==> config.mk <==
export PLATFORM = sky130hd
export DESIGN_NAME = icon_slot_allocator_grid
export DESIGN_NICKNAME = d
export VERILOG_FILES = /design/src/sv/isag_pkg.sv /design/src/sv/icon_slot_allocator_grid.sv
export SDC_FILE = /design/constraint.sdc
export NUM_CORES = 1
export LEC_CHECK = 0
export ABC_CLOCK_PERIOD_IN_PS = 5800
export BUFFER_PORTS_ARGS = -buffer_cell sky130_fd_sc_hd__buf_2
export CORE_MARGIN = 2
export CORE_UTILIZATION = 37
export CTS_BUF_LIST = sky130_fd_sc_hd__clkbuf_16
export DETAILED_ROUTE_END_ITERATION = 8
export GPL_TIMING_DRIVEN = 0
export PLACE_DENSITY = 0.62
export SYNTH_ARGS = -nofsm -noshare
export SYNTH_HDL_FRONTEND = slang
export SYNTH_SLANG_ARGS = --single-unit
==> constraint.sdc <==
create_clock -name clock -period 5.8 [get_ports clock]
set_input_delay 0.58 -clock clock [delete_from_list [all_inputs] [get_ports clock]]
set_output_delay 0.58 -clock clock [all_outputs]
set_load 0.02 [all_outputs]
==> src/sv/isag_pkg.sv <==
// shared constants for the icon slot allocator grid
package isag_pkg;

   localparam int SLOTS  = 16;
   localparam int SLOT_W = $clog2(SLOTS);
   localparam int CNT_W  = SLOT_W + 1;

   localparam int ID_W     = 32;
   localparam int COORD_W  = 16;
   localparam int LIMIT_W  = 5;
   localparam int STATUS_W = 3;
   localparam int CSR_IDX_W  = 2;
   localparam int CSR_DATA_W = 16;

   // result status codes
   localparam logic [STATUS_W-1:0] STATUS_DOCKED    = 3'd0;
   localparam logic [STATUS_W-1:0] STATUS_FULL      = 3'd1;
   localparam logic [STATUS_W-1:0] STATUS_UNDOCKED  = 3'd2;
   localparam logic [STATUS_W-1:0] STATUS_EMPTY     = 3'd3;
   localparam logic [STATUS_W-1:0] STATUS_NOT_FOUND = 3'd4;
   localparam logic [STATUS_W-1:0] STATUS_INVALID   = 3'd5;

   // request modes
   localparam logic MODE_DOCK   = 1'b0;
   localparam logic MODE_UNDOCK = 1'b1;

   // register indexes
   localparam logic [CSR_IDX_W-1:0] CSR_SLOT_LIMIT = 2'd0;
   localparam logic [CSR_IDX_W-1:0] CSR_COLUMNS    = 2'd1;
   localparam logic [CSR_IDX_W-1:0] CSR_ICON_SIZE  = 2'd2;
   localparam logic [CSR_IDX_W-1:0] CSR_PADDING    = 2'd3;

   // register reset values
   localparam logic [LIMIT_W-1:0] SLOT_LIMIT_RST = 5'd8;
   localparam logic [LIMIT_W-1:0] COLUMNS_RST    = 5'd4;
   localparam logic [COORD_W-1:0] ICON_SIZE_RST  = 16'd22;
   localparam logic [COORD_W-1:0] PADDING_RST    = 16'd0;

endpackage

==> src/sv/icon_slot_allocator_grid.sv <==
// first-fit icon slot allocator with grid position sequencer
//
// Each request (one beat on req_*) is handled one at a time; req_stall is high
// while a request is in work. A dock walks the slot table from slot zero, one
// slot per cycle, up to the effective slot limit and takes the first free slot.
// The slot number is then split into row and column by repeated subtraction of
// the column count (one subtract per cycle), and the shared 16x16 multiplier
// forms the x and then the y coordinate. An undock walks the table the same
// way looking for the id and frees the first match. A request with id zero, or
// an undock with nothing docked, goes straight to its result without a walk.
// The result sits in an output register and is held while rsp_stall is high;
// the next request is accepted as soon as the result has been loaded. The
// table clears at reset through per-slot valid bits, so no clearing pass is
// needed. Configuration writes are taken at any time (csr_ready is always
// high) but must only be issued while the block idles.
module icon_slot_allocator_grid (
   input  logic                                  clock,
   input  logic                                  reset,
   // request channel
   input  logic                                  req_valid,
   output logic                                  req_stall,
   input  logic                                  req_mode,
   input  logic [isag_pkg::ID_W-1:0]             req_window_id,
   // result channel
   output logic                                  rsp_valid,
   input  logic                                  rsp_stall,
   output logic [isag_pkg::STATUS_W-1:0]         rsp_status,
   output logic [isag_pkg::SLOT_W-1:0]           rsp_slot_index,
   output logic [isag_pkg::COORD_W-1:0]          rsp_x_pos,
   output logic [isag_pkg::COORD_W-1:0]          rsp_y_pos,
   // configuration write channel
   input  logic                                  csr_valid,
   output logic                                  csr_ready,
   input  logic [isag_pkg::CSR_IDX_W-1:0]        csr_index,
   input  logic [isag_pkg::CSR_DATA_W-1:0]       csr_data
);
   import isag_pkg::*;

   typedef enum logic [2:0] {
      ST_IDLE,
      ST_SCAN,
      ST_DIV,
      ST_MULX,
      ST_MULY,
      ST_DONE
   } state_type;

   state_type state_ff;

   // configuration registers
   logic [LIMIT_W-1:0] slot_limit_ff;
   logic [LIMIT_W-1:0] columns_ff;
   logic [COORD_W-1:0] icon_size_ff;
   logic [COORD_W-1:0] padding_ff;

   // slot table: an entry that is not valid reads as a free slot
   logic [ID_W-1:0] slot_id_ff [SLOTS];
   logic [SLOTS-1:0] slot_vld_ff;
   logic [CNT_W-1:0] occupied_ff;

   // request being worked on
   logic            mode_ff;
   logic [ID_W-1:0] id_ff;
   logic [CNT_W-1:0] scan_ff;
   logic [CNT_W-1:0] rem_ff;
   logic [CNT_W-1:0] row_ff;

   // work result
   logic [STATUS_W-1:0] res_status_ff;
   logic [SLOT_W-1:0]   res_slot_ff;
   logic [COORD_W-1:0]  res_x_ff;
   logic [COORD_W-1:0]  res_y_ff;

   // output register
   logic                rsp_valid_ff;
   logic [STATUS_W-1:0] rsp_status_ff;
   logic [SLOT_W-1:0]   rsp_slot_ff;
   logic [COORD_W-1:0]  rsp_x_ff;
   logic [COORD_W-1:0]  rsp_y_ff;

   logic [CNT_W-1:0]   eff_limit;
   logic [CNT_W-1:0]   eff_cols;
   logic [SLOT_W-1:0]  scan_idx;
   logic               scan_end;
   logic               slot_hit;
   logic [COORD_W-1:0] pitch;
   logic [CNT_W-1:0]   mul_opnd;
   logic [COORD_W-1:0] mul_prod;
   logic [COORD_W-1:0] coord;
   logic               req_take;
   logic               rsp_free;

   // limit clamped to 1..SLOTS, columns at least one
   always_comb begin
      if (slot_limit_ff == '0) begin
         eff_limit = CNT_W'(1);
      end else if (CNT_W'(slot_limit_ff) > CNT_W'(SLOTS)) begin
         eff_limit = CNT_W'(SLOTS);
      end else begin
         eff_limit = CNT_W'(slot_limit_ff);
      end
      eff_cols = (columns_ff == '0) ? CNT_W'(1) : CNT_W'(columns_ff);
   end

   // one table entry per cycle
   assign scan_idx = scan_ff[SLOT_W-1:0];
   assign scan_end = (scan_ff >= eff_limit);
   assign slot_hit = (mode_ff == MODE_DOCK) ? !slot_vld_ff[scan_idx]
                   : (slot_vld_ff[scan_idx] && (slot_id_ff[scan_idx] == id_ff));

   // shared multiplier: column in the x step, row in the y step
   assign pitch    = {padding_ff[COORD_W-2:0], 1'b0} + icon_size_ff;
   assign mul_opnd = (state_ff == ST_MULX) ? rem_ff : row_ff;
   assign mul_prod = pitch * COORD_W'(mul_opnd);
   assign coord    = padding_ff + mul_prod;

   assign req_take = req_valid && !req_stall;
   assign rsp_free = !rsp_valid_ff || !rsp_stall;

   always_ff @(posedge clock) begin
      if (reset) begin
         state_ff      <= ST_IDLE;
         slot_vld_ff   <= '0;
         occupied_ff   <= '0;
         rsp_valid_ff  <= 1'b0;
         slot_limit_ff <= SLOT_LIMIT_RST;
         columns_ff    <= COLUMNS_RST;
         icon_size_ff  <= ICON_SIZE_RST;
         padding_ff    <= PADDING_RST;
      end else begin
         // register writes
         if (csr_valid) begin
            unique case (csr_index)
               CSR_SLOT_LIMIT: slot_limit_ff <= csr_data[LIMIT_W-1:0];
               CSR_COLUMNS:    columns_ff    <= csr_data[LIMIT_W-1:0];
               CSR_ICON_SIZE:  icon_size_ff  <= csr_data[COORD_W-1:0];
               CSR_PADDING:    padding_ff    <= csr_data[COORD_W-1:0];
               default: ;
            endcase
         end

         // result beat taken, unless a new one is loaded in the same cycle
         if (rsp_valid_ff && !rsp_stall && state_ff != ST_DONE) begin
            rsp_valid_ff <= 1'b0;
         end

         unique case (state_ff)
            ST_IDLE: begin
               if (req_take) begin
                  mode_ff       <= req_mode;
                  id_ff         <= req_window_id;
                  scan_ff       <= '0;
                  res_slot_ff   <= '0;
                  res_x_ff      <= '0;
                  res_y_ff      <= '0;
                  if (req_window_id == '0) begin
                     res_status_ff <= STATUS_INVALID;
                     state_ff      <= ST_DONE;
                  end else if (req_mode == MODE_UNDOCK && occupied_ff == '0) begin
                     res_status_ff <= STATUS_EMPTY;
                     state_ff      <= ST_DONE;
                  end else begin
                     state_ff <= ST_SCAN;
                  end
               end
            end

            ST_SCAN: begin
               if (scan_end) begin
                  res_status_ff <= (mode_ff == MODE_DOCK) ? STATUS_FULL
                                                          : STATUS_NOT_FOUND;
                  state_ff      <= ST_DONE;
               end else if (slot_hit) begin
                  res_slot_ff <= scan_idx;
                  if (mode_ff == MODE_DOCK) begin
                     slot_id_ff[scan_idx]  <= id_ff;
                     slot_vld_ff[scan_idx] <= 1'b1;
                     occupied_ff           <= occupied_ff + CNT_W'(1);
                     res_status_ff         <= STATUS_DOCKED;
                     rem_ff                <= scan_ff;
                     row_ff                <= '0;
                     state_ff              <= ST_DIV;
                  end else begin
                     slot_vld_ff[scan_idx] <= 1'b0;
                     occupied_ff           <= occupied_ff - CNT_W'(1);
                     res_status_ff         <= STATUS_UNDOCKED;
                     state_ff              <= ST_DONE;
                  end
               end else begin
                  scan_ff <= scan_ff + CNT_W'(1);
               end
            end

            // row and column by repeated subtraction
            ST_DIV: begin
               if (rem_ff >= eff_cols) begin
                  rem_ff <= rem_ff - eff_cols;
                  row_ff <= row_ff + CNT_W'(1);
               end else begin
                  state_ff <= ST_MULX;
               end
            end

            ST_MULX: begin
               res_x_ff <= coord;
               state_ff <= ST_MULY;
            end

            ST_MULY: begin
               res_y_ff <= coord;
               state_ff <= ST_DONE;
            end

            ST_DONE: begin
               if (rsp_free) begin
                  rsp_valid_ff  <= 1'b1;
                  rsp_status_ff <= res_status_ff;
                  rsp_slot_ff   <= res_slot_ff;
                  rsp_x_ff      <= res_x_ff;
                  rsp_y_ff      <= res_y_ff;
                  state_ff      <= ST_IDLE;
               end
            end

            default: state_ff <= ST_IDLE;
         endcase
      end
   end

   assign req_stall      = (state_ff != ST_IDLE);
   assign csr_ready      = 1'b1;
   assign rsp_valid      = rsp_valid_ff;
   assign rsp_status     = rsp_status_ff;
   assign rsp_slot_index = rsp_slot_ff;
   assign rsp_x_pos      = rsp_x_ff;
   assign rsp_y_pos      = rsp_y_ff;

endmodule
==> metrics list, run 1 <==
* Run status: finished, violations left
- The checks that failed: setup timing.
* Net Sw Frac: between 20 and 30%
- Number of enable flip-flop cells after synthesis: 638
- Syn avg cell area: 15.18 um2
- Final hold viol count: 0
* Final RePlAce weighted congestion: 0.9034
- The final critical path takes up 103.4% of the cycle.
- CTS tree: done
- Overall power of the completed layout: ~14 mW
* Starting density of the core: 37.17%
* Count of input and output buffers: 96
- Site row count: roughly 110
- DIE AREA: just under 90000 um2
- From synthesis to final layout, the design area changed by 16.70%.
- Y dimension of the die: slightly below 300 um
- Summing all non-filler instances in the final layout gives an area of 36820 um2.
* Hold-fix buffers, CTS: 0
- Fraction of layout cells with a size suffix above 1: roughly a fifth
- Maximum count of clock buffers along a single path: 3
- In the final layout, the multi-input gates occupy about 10000 um2.
* Register bit total from synthesis: between 700 and 800
- The placed instances occupy a cell area of 33980 um2.
- When the netlist entered floorplanning its net count stood at approximately 2200.
- Vias per cell: between 5 and 6
- Leaving out fill and tap cells, the most frequent cell in the layout is edfxtp_1.
- Number of max-slew violations in the final report: 0
* DIE WIDTH: 296.0 um
- At the worst endpoint, the arrival time is 6.32 ns.
* Total internal power: around 9.6 mW
- Detailed routing inserted a total of 19178 vias.
- The critical path in this run is classified as reg2reg.
* Net count of the finished layout: about 2500
- Dividing total power by cell area gives a power density of about 370 nW/um2.
* Detailed Route Iter0 Violations: about 2100
* Register Area: between 20000 and 25000 um2
* Number of cells in the finished layout apart from fillers: about 3500
- Setup violations remaining at the end of the flow were counted as 2.
- Count of H-tree levels built during CTS: 3
- Of the synthesized area, sequential elements account for approximately two thirds.
* HPWL after detailed placement: ~60000 um
* Highest-count cells in the layout ignoring fill and taps: 638 x edfxtp_1, 151 x nand2_1, 131 x nor2_1
* Min setup slack post-route: -0.1989 ns
- Final global-route overflow total: 0
* Combinational share of power: ~22%
- The smallest clock period supported by the final layout is computed as 5.999 ns.
- Worst hold slack: 0.1286 ns
- TritonCTS created 76 clock buffers.
- Least-Margin Pin Slew: around 1.3 ns
* Vias in the first global route: about 19000
* First-pass GRT wire length: around 130000 um
* Final wirelength: 86330 um
- Counting distinct cell types in the post-synthesis netlist gives 82.
* Highest net fanout along the worst path: 3
- The clock reaches the later pin of the worst-skew pair after ~0.64 ns.
- Primary FF master, synth: edfxtp_1
* WP data required: around 6.1 ns
- Entering global routing, the biggest net connects 25 pins.
- Clk sink count: roughly 710
- Reg power frac: 43.2%
- Cell count after synthesis: around 2100
- Switching power: between 4 and 5 mW
- The analysis attributes to cell leakage a power of between 10 and 15 nW.
* Sort of element at the start of the critical path: flop
- Aggregate global-route resource usage: about a fifth
- Total core area: between 80000 and 90000 um2
- Headroom to the max-slew limit came out at 15.28%.
- In this run, the clock network consumes about a third of the power.
- Yosys printed 0 warnings.
* Final routed wire length divided by cell count: between 20 and 25 um
- Max-cap check violation count: 0
- RSZ-0062 raised after global routing: yes
- The worst-case IR drop observed on VDD is roughly 0.00021 V.
- Clock-pin slew was measured on the worst setup and hold paths at roughly 0.060 ns.
- Derived from the worst setup path, the maximum achievable clock frequency is about 170 MHz.
- The initial antenna violation count is 1.
- Number of routed nets with antenna violations: 0
* Total standard cell area after synthesis: roughly 32000 um2
- Setup total negative slack on the finished layout was measured at -0.3515 ns.
- The worst setup path is captured at a flop.
- Counting flops with an async set or reset pin after synthesis yields a share of 0%.
- Total I/O pin count: 98
* Count of TritonRoute iterations in the first routing pass: 6
- CTS Root Cell: clkbuf_16
- After detailed routing, the number of remaining DRC violations is 0.
- Fill cells: 7594
* Clock tree skew after final layout: 0.07102 ns
- Worst min path class: in2reg
* Placed cell count: roughly 3300
## path summary, 6_finish.rpt
path | from | endpoint | slack, ns | depth (start not counted)
setup / recovery | padding_ff[0] | res_x_ff[15] | -0.20 | 24
hold / removal | req_window_id[15] | id_ff[15] | 0.13 | 1
setup reg to reg | padding_ff[0] | res_x_ff[15] | -0.20 | 24
hold reg to reg | res_x_ff[9] | rsp_x_pos[9] | 0.42 | 0
## final cells by class
class | instances | share of cell area, %
inverters | 95 | 0.9787
multi-input cells | 1181 | 28.10
clock buffers | 76 | 5.165
repair buffers | 143 | 2.916
well taps | 1144 | 3.888
diodes | 1 | 0.006797
plain buffers | 92 | 1.502
flip-flops and latches | 709 | 55.92
clock inverters | 60 | 1.526
## what timing repair did
item | in CTS | in global routing
buffers inserted | 8 | 9
resized for setup | 32 | 31
endpoints found under the setup margin | 48 | 39
pin swaps | 16 | 18
## cell usage after synthesis (all sizes together), types with 8 or more instances
cell type	number	area, um2
a211oi	8	60.06
a21o	17	127.6
a21oi	75	375.4
a221oi	9	103.9
a22oi	18	135.1
a31oi	9	56.30
and2	10	62.56
and3	25	156.4
buf	50	389.1
clkbuf	43	162.7
dfxtp	71	1421
edfxtp	638	19160
fa	52	1041
ha	51	638.1
inv	95	356.6
mux2	18	202.7
mux2i	110	1101
mux4	90	2034
nand2	152	570.6
nand2b	19	118.9
nand3	15	75.07
nand3b	9	67.56
nand4	9	56.30
nor2	134	503.0
nor2b	37	231.5
nor3	24	120.1
nor4	21	131.4
o21a	10	75.07
o21ai	54	274.0
o22ai	12	75.07
o31ai	8	60.06
or2	12	75.08
or3	18	112.6
xnor2	46	402.9
xor2	32	280.3
## metrics by stage
stage / utilization (%) / setup slack [ns]
finish: 43.38 / -0.1989
global route: 43.37 / -0.4052
CTS: 43.15 / -0.1046
detailed placement: 40.04 / -0.4941
global placement: 39.42 / -4.988
floorplan: - / 0.2297
## flip-flops by register name, summed over array words and instances (netlist names), 4 cells and up, named ones only
name	count
scan_ff	5
rem_ff	5
row_ff	5
res_x_ff	16
occupied_ff	5
rsp_y_pos	16
slot_limit_ff	5
columns_ff	5
rsp_x_pos	16
rsp_slot_index	4
padding_ff	16
slot_id_ff	512
id_ff	32
res_slot_ff	4
icon_size_ff	16
res_y_ff	16
## power groups by stage
stage | clock (mW) | sequential, mW | combinational [mW]
after floorplan | 0 | 6.01 | 2.02
after global placement | 0 | 6.05 | 2.96
after detailed placement | 0 | 6.05 | 3.02
after CTS | 4.79 | 5.94 | 3.05
after global routing | 4.99 | 5.97 | 3.29
final | 4.72 | 5.95 | 3.09
## per-layer routing
metal | global-route usage [%] | up-vias | wire [um]
li1 | - | 8327 | -
met1 | 27.83 | 9870 | 36890
met2 | 31.10 | 860 | 40160
met3 | 3.298 | 121 | 7334
met4 | 5.371 | 0 | 1942
met5 | 0 | - | 0
## critical path: stages, from the launching register on
cell and delay [ns]:
dfxtp_4 0.36, ha_4 0.18, inv_2 0.06, fa_2 0.22
nor2b_2 0.05, o31a_1 0.31, o31a_1 0.29, o211ai_1 0.30
nand2_2 0.12, a31oi_2 0.21, xor2_1 0.24, nand2b_4 0.18
fa_1 0.41, fa_1 0.49, fa_1 0.60, inv_2 0.06
ha_4 0.22, a21oi_2 0.15, nand2_1 0.10, a311oi_2 0.30
nor2b_2 0.10, xnor2_1 0.16, xnor3_1 0.25, xnor3_2 0.29
nor2_2 0.05
## cell families after synthesis
kind of cell    share of synthesized area, %
simple gates                           7.638
buf+inv                                2.879
fa+ha+maj                              5.322
other cells                          0.01189
compound gates                         6.028
mux                                    10.58
xor+xnor                               2.308
flops                                  65.23
No activity file was read; power rests on OpenSTA's default activity.
==> run 2, diff against run 1 <==
CORE_MARGIN = 8   (was 2)
==> metrics list, run 2 (synthesis gave the netlist of run 1 again) <==
- The required time of the critical path was 6.17 ns (+0.05 ns).
* Worst reg-to-reg path cell count: 26 (+8.3%)
* CP startpoint: padding_ff[0]
- The final setup skew is 0.09072 ns (+0.01970 ns).
* Number of routed nets with antenna violations: 0 (unchanged)
- The power density over the cells is 378.7 nW/um2 (+1.4%).
- The worst slack at placement was -0.4364 ns (+0.05770 ns).
* Clock slew at the register clock pins of the worst setup and hold paths: 0.06 ns (about the same)
- The library cell used most frequently in the layout, excluding fill and tap cells, is edfxtp_1.
* Final routed wire length divided by cell count: 24.84 um (+0.72%)
- The overflow left after global routing is 0 (unchanged).
* Min setup slack post-route: -0.1774 ns (+0.02155 ns)
- Reg power frac: 42.5% (-0.7 points)
- Least-Margin Pin Slew: 1.313 ns (+0.05427 ns)
- The wire length of the first global-routing pass came to 126100 um (+0.62%).
- Violated checks: setup timing
* Shortest period the worst path allows: 5.977 ns (-0.02155 ns)
- The number of buffers inserted by port buffering is 96 (unchanged).
- The width of the die is 308.0 um (+4.1%).
- The number of flip-flops in the largest register was 512 (unchanged).
- The share of power burned in the clock network came to 35.3% (+1.0 points).
* Net Sw Frac: 29.75% (-0.19 points)
- The tree is rooted in a clkbuf_16.
- The library cells used most frequently in the layout, excluding fill and tap cells, are 638 x edfxtp_1, 149 x nand2_1, 131 x nor2_1.
- The floorplan die area was 94870 um2 (+8.3%).
- Switching power: 4.161 mW (+1.0%)
* Run status: finished, violations left
* Aggregate global-route resource usage: 17.89% (-1.7 points)
- The minimum setup slack among reg-to-reg paths is -0.18 ns (+0.02 ns).
- Vias in the first global route: 19389 (+1.4%)
* Number of max-slew violations in the final report: 0 (unchanged)
* Worst setup path end: res_x_ff[15]
- Worst hold slack: 0.1193 ns (-0.009270 ns)
- Detailed Route Iter0 Violations: 2017 (-3.4%)
* CTS tree: done
- The fill cell instance count of the final layout is 7587 (-0.092%).
* # DRC: 0 (unchanged)
- The half-perimeter wire length after detailed placement came to 59080 um (+0.84%).
- The floorplan core area was 84880 um2 (unchanged).
- Sort of element at the start of the critical path: flop
- The effective utilization at floorplan was 37.17% (unchanged).
* Arrival @ worst endpoint: 6.35 ns (+0.03 ns)
- The final weighted congestion of routability-driven global placement was 0.8921 (-1.3%).
- The routed via count came to 19094 (-0.44%).
- Vias per cell: 5.452 (-0.47%)
* RSZ-0062 raised after global routing: yes
* Diode count: 0 (-1)
* Final wirelength: 86980 um (+0.75%)
- Max Fclk: 167.3 MHz (+0.36%)
- Net count of the finished layout: 2455 (-0.081%)
- Maximum count of clock buffers along a single path: 3 (unchanged)
- The initial antenna violation count was 1 (unchanged).
- The fraction of power consumed by combinational cells was 22.2% (-0.2 points).
- WHS Path Cells: 1 (unchanged)
* Largest Register: slot_id_ff
* Clk sink count: 709 (unchanged)
* Fraction of layout cells with a size suffix above 1: 20.95% (-0.10 points)
- Crit path capture type: flop
- Largest net degree at the start of global routing: 25 (unchanged)
- The normalized max-slew margin is 11.63% (-3.7 points).
- The count of endpoints failing setup in the final report came to 2 (unchanged).
- Site row count: 107 (unchanged)
- The first-pass iteration count of the detailed router came to 5 (-1).
- The count of boundary I/O pins came to 98 (unchanged).
- The number of buffers added by the clock tree synthesis step was 76 (unchanged).
- The height of the chip is 308.0 um (+4.1%).
- The area taken by multi-input logic gates is 10350 um2 (about the same).
* Max VDD drop: 0.0002206 V (+4.3%)
- The H-tree depth was 3 (unchanged).
- The total chip power was 13.99 mW (+1.7%).
* Final hold viol count: 0 (unchanged)
* Critical path class: reg2reg
- Highest net fanout along the worst path: 4 (+1)
- The ratio of final minimum period to clock period came to 103.1% (-0.37 points).
* Reg-to-reg startpoint: padding_ff[0]
* Hold-fix buffers, CTS: 0 (unchanged)
- The worst hold path belongs to the class in2reg.
- Total internal power: 9.825 mW (+2.0%)
* Max-cap check violation count: 0 (unchanged)
- Synth-to-Final Area Change: 17.07%
* Top flop regs: slot_id_ff (512), id_ff (32)
* LEAKAGE: 12.87 nW (+0.57%)
- Terminus of the critical flop-to-flop path: res_x_ff[15]
* Later-pin clock latency in the skew report: 0.66 ns (+0.02 ns)
- The area taken by flip-flops and latches came to 20590 um2 (about the same).
run 2: changes by cell type in the layout (fill, tap and decap cells not counted), sizes merged:
cell           before  now
inv               109  116
clkinv             38   30
diode               1    0
clkdlybuf4s15       0    1
clkinvlp            3    4
bufinv              5    9
clkbuf            119  118
buf               192  190
run 2: worst min-delay path by stage:
stage,start,to,slack [ns]
after floorplan,res_slot_ff[0],rsp_slot_index[0],0.40
after global placement,res_x_ff[7],rsp_x_pos[7],0.40
after detailed placement,res_x_ff[10],rsp_x_pos[10],0.40
after CTS,req_window_id[15],id_ff[15],0.09
after global routing,req_window_id[15],id_ff[15],0.09
final,req_window_id[15],id_ff[15],0.12
run 2: metrics by stage:
| step | instance area [um2] | util (%) | TNS, ns | instances |
|---|---|---|---|---|
| 2_1_floorplan | 31550 | - | 0 | 2078 |
| 3_3_place_gp | 33460 | 39.42 | -430.74 | 3318 |
| 3_5_place_dp | 33970 | 40.02 | -8.535 | 3348 |
| 4_1_cts | 36730 | 43.27 | -0.1206 | 3493 |
| 5_1_grt | 36940 | 43.52 | -1.261 | 3502 |
| 6_report | 36940 | 43.52 | -0.3535 | 3502 |
run 2: cell type report:
type                    count  area share, %
clock inverters            64          1.826
flip-flops and latches    709          55.74
clock buffers              76          5.149
inverters                  95         0.9654
well taps                1144          3.875
multi-input cells        1181          28.04
repair buffers            141          2.890
plain buffers              92          1.521
run 2: layer usage:
layer  GRT usage, %  vias up  routed length, um
met2          28.35      755              40350
met1          23.95     9891              36940
met3          4.731      133               7182
met5         0.6198        -                 80
met4          5.657        2               2423
li1               -     8313                  -
run 2: power groups by stage:
stage | Sequential, mW | Combinational [mW] | Clock (mW)
after global placement | 6.05 | 2.96 | 0
after global routing | 5.97 | 3.31 | 5.19
final | 5.95 | 3.11 | 4.93
after floorplan | 6.01 | 2.02 | 0
after CTS | 5.94 | 3.05 | 4.99
after detailed placement | 6.05 | 3.02 | 0
run 2: what timing repair did:
item | 4_1_cts | 5_1_grt
resized for setup | 35 | 32
setup endpoints to repair | 52 | 55
pin swaps | 11 | 24
setup buffers | 6 | 9
run 2: worst max-delay path, stage by stage, from the launching register on:
cell and delay, ns:
dfxtp_4 0.36, ha_4 0.17, inv_2 0.06, fa_2 0.21, nor2b_2 0.05, o31a_1 0.30
o31a_1 0.30, o211ai_1 0.30, nand2_1 0.15, a31oi_2 0.22, xor2_1 0.24, buf_4 0.16
nor2_2 0.04, fa_1 0.50, fa_1 0.53, inv_2 0.04, fa_2 0.53, inv_2 0.05
ha_4 0.17, a21oi_4 0.15, nand2_2 0.07, a311oi_2 0.28, nor2b_2 0.09, xnor2_1 0.18
xnor3_1 0.24, xnor3_2 0.28, nor2_1 0.06
==> run 3, diff against run 2 <==
ABC_CLOCK_PERIOD_IN_PS = 4800   (was 5800)
clock period = 4.8 ns   (was 5.8 ns; I/O delays follow)
==> metrics list, run 3 (synthesis gave the netlist of run 1 again) <==
* Number of max-slew violations in the final report: 0 (unchanged)
- Y dimension of the die: 308.0 um (unchanged)
- Synth-to-Final Area Change: 19.30%
- DIE AREA: 94870 um2 (unchanged)
- The overflow left after global routing is 0 (unchanged).
- WP data required: 5.16 ns (-1.01 ns)
- STA classifies the critical path endpoint as a flop.
- Vias per cell: 5.444 (-0.15%)
- The H-tree depth is 3 (unchanged).
* Highest-count cells in the layout ignoring fill and taps: 638 x edfxtp_1, 149 x nand2_1, 124 x nor2_1
- Maximum count of clock buffers along a single path: 3 (unchanged)
- Leading cell type in the layout, fill and taps excluded: edfxtp_1
- STA classifies the critical path startpoint as a flop.
- The half-perimeter wire length after detailed placement came to 58880 um (-0.32%).
- The total global routing track utilization came to 18.21% (+0.32 points).
- In this run the most used layer during global routing was met2.
* Top flop regs: slot_id_ff (512), id_ff (32)
* First-pass GRT wire length: 128500 um (+1.9%)
- GR Util met2: 29.28% (+0.93 points)
- Run status: finished, violations left
* CTS tree: done
- Final number of setup-violating endpoints: 11 (+9)
- The cell area after placement was 34240 um2 (+0.80%).
- The remaining routing DRC violations was 0 (unchanged).
- Total CTS buffers: 76 (unchanged)
* Site row count: 107 (unchanged)
- The layout net count was 2481 (+1.1%).
- The floorplan core area came to 84880 um2 (unchanged).
- Largest Register: slot_id_ff
* Fill cells: 7513 (-0.98%)
- Detailed Route Iter0 Violations: 1898 (-5.9%)
- Number of antenna violations at the first check in global routing: 2 (+1)
- Register Area: 20600 um2 (about the same)
- The post-route minimum period is 5.646 ns (-0.3310 ns).
* Final wirelength: 87910 um (+1.1%)
- Count of TritonRoute iterations in the first routing pass: 6 (+1)
* Overall via count from detail_route: 19202 (+0.57%)
- The width of the die was 308.0 um (unchanged).
* Met3 usage: 5.026% (+0.29 points)
* Arrival @ worst endpoint: 6.01 ns (-0.34 ns)
- Clock tree skew after final layout: 0.07424 ns (-0.01648 ns)
* Met1 demand-to-capacity share in global routing: 24.18% (+0.23 points)
* RSZ-0062 raised after global routing: yes
- The post-detailed-route count of antenna-violating nets came to 0 (unchanged).
- The worst hold margin came to 0.03386 ns (-0.08544 ns).
* Largest net degree at the start of global routing: 25 (unchanged)
- Diode count: 0 (unchanged)
- The effective utilization at floorplan is 37.17% (unchanged).
* Fraction of layout cells with a size suffix above 1: 23.88% (+2.9 points)
* Setup tns final: -4.201 ns (-3.848 ns)
* Final RePlAce weighted congestion: 0.8768 (-1.7%)
- Later-pin clock latency in the skew report: 0.66 ns (about the same)
- Total I/O pin count: 98 (unchanged)
- The total chip power came to 17.27 mW (+23%).
- The ratio of final minimum period to clock period came to 117.6% (+15 points).
- Critical path class: reg2reg
* CTS Root Cell: clkbuf_16
* Final routed wire length divided by cell count: 24.93 um (+0.36%)
- Clk sink count: 709 (unchanged)
- The power density over the cells was 458.8 nW/um2 (+21%).
- The worst setup slack after layout came to -0.8463 ns (-0.6690 ns).
- The normalized max-slew margin came to 18.81% (+7.2 points).
* Max-cap check violation count: 0 (unchanged)
- The number of flip-flops in the largest register is 512 (unchanged).
- The number of hold violations in the final report came to 0 (unchanged).
- Least-Margin Pin Slew: 1.207 ns (-0.1066 ns)
- Multi-input gate area in the final layout: 10710 um2 (+3.4%)
- Final std cell area, no fill: 37640 um2 (+1.9%)
* Worst min path class: in2reg
- Max Fclk: 177.1 MHz (+5.9%)
* Count of input and output buffers: 96 (unchanged)
- The largest driver fanout on the critical path is 3 (-1).
- The clock edge transition at the registers on the reported setup and hold paths is 0.06 ns (about the same).
- LEAKAGE: 13.11 nW (+1.9%)
- Max VDD drop: 0.0002653 V (+20%)
* Violated checks: setup timing
- The via count of the first global-routing pass was 19887 (+2.6%).
-- run 3: changes by cell type in the layout (fill, tap and decap cells not counted), sizes merged, moves of 2 or more --
cell | before | now
clkinv | 30 | 32
inv | 116 | 114
clkinvlp | 4 | 2
dlygate4sd3 | 0 | 8
buf | 190 | 207
-- run 3: routing by layer --
layer / vias up / wire, um / part of all wire, %
met1: 9780 / 35850 / 41
met2: 877 / 41070 / 47
met3: 159 / 8700 / 9.9
met4: 0 / 2292 / 2.6
met5: - / 0 / 0
li1: 8386 / - / -
-- run 3: cell type report --
cell class	instances	share of cell area, %
Inverter	95	0.9640
Clock buffer	76	5.053
Multi-Input combinational cell	1182	28.45
Sequential cell	709	54.73
Tap cell	1144	3.803
Buffer	93	1.778
Clock inverter	63	1.818
Timing Repair Buffer	165	3.397
-- run 3: path summary, 6_finish.rpt --
path | start | to | slack, ns | cells after the start
setup reg to reg | padding_ff[0] | res_y_ff[15] | -0.85 | 24
hold reg to reg | res_slot_ff[2] | rsp_slot_index[2] | 0.38 | 0
setup / recovery | padding_ff[0] | res_y_ff[15] | -0.85 | 24
hold / removal | req_window_id[28] | id_ff[28] | 0.03 | 1
-- run 3: where the power goes --
| part | internal [mW] | switching, mW | leakage, nW |
|---|---|---|---|
| Combinational | 1.66 | 2.41 | 5.43 |
| Clock | 3.47 | 2.53 | 1.33 |
| Sequential | 6.99 | 0.202 | 6.35 |
| Total | 12.1 | 5.15 | 13.1 |
-- run 3: metrics by stage --
step / util, % / worst slack, ns / instances
after global routing: 44.34 / -1.067 / 3527
final: 44.34 / -0.8463 / 3527
after detailed placement: 40.34 / -2.018 / 3348
after global placement: 39.74 / -6.225 / 3318
after CTS: 44.03 / -0.8176 / 3512
after floorplan: - / -0.7703 / 2078
-- run 3: critical path, cell delays in order (launching register included) --
cell      delay (ns)
dfxtp_4         0.35
ha_4            0.17
inv_2           0.05
fa_2            0.19
nor2b_2         0.04
o31a_1          0.25
o31a_1          0.28
o211ai_1        0.21
nand2_1         0.12
a31oi_1         0.22
xor2_1          0.26
nor2_1          0.09
fa_1            0.49
fa_1            0.55
inv_1           0.05
fa_1            0.48
inv_2           0.05
ha_4            0.28
nand2_1         0.04
o21ai_0         0.19
nor2b_2         0.23
xnor2_1         0.15
xnor3_1         0.25
xnor3_2         0.29
nor2_1          0.06
-- run 3: timing repair --
item                                    in CTS  in global routing
pin swaps                                   31                 14
gates cloned                                 1                  0
hold endpoints to repair                     8                  0
hold buffers                                 8                  0
resized for setup                           84                 50
buffers inserted                            17                 16
endpoints found under the setup margin     334                269
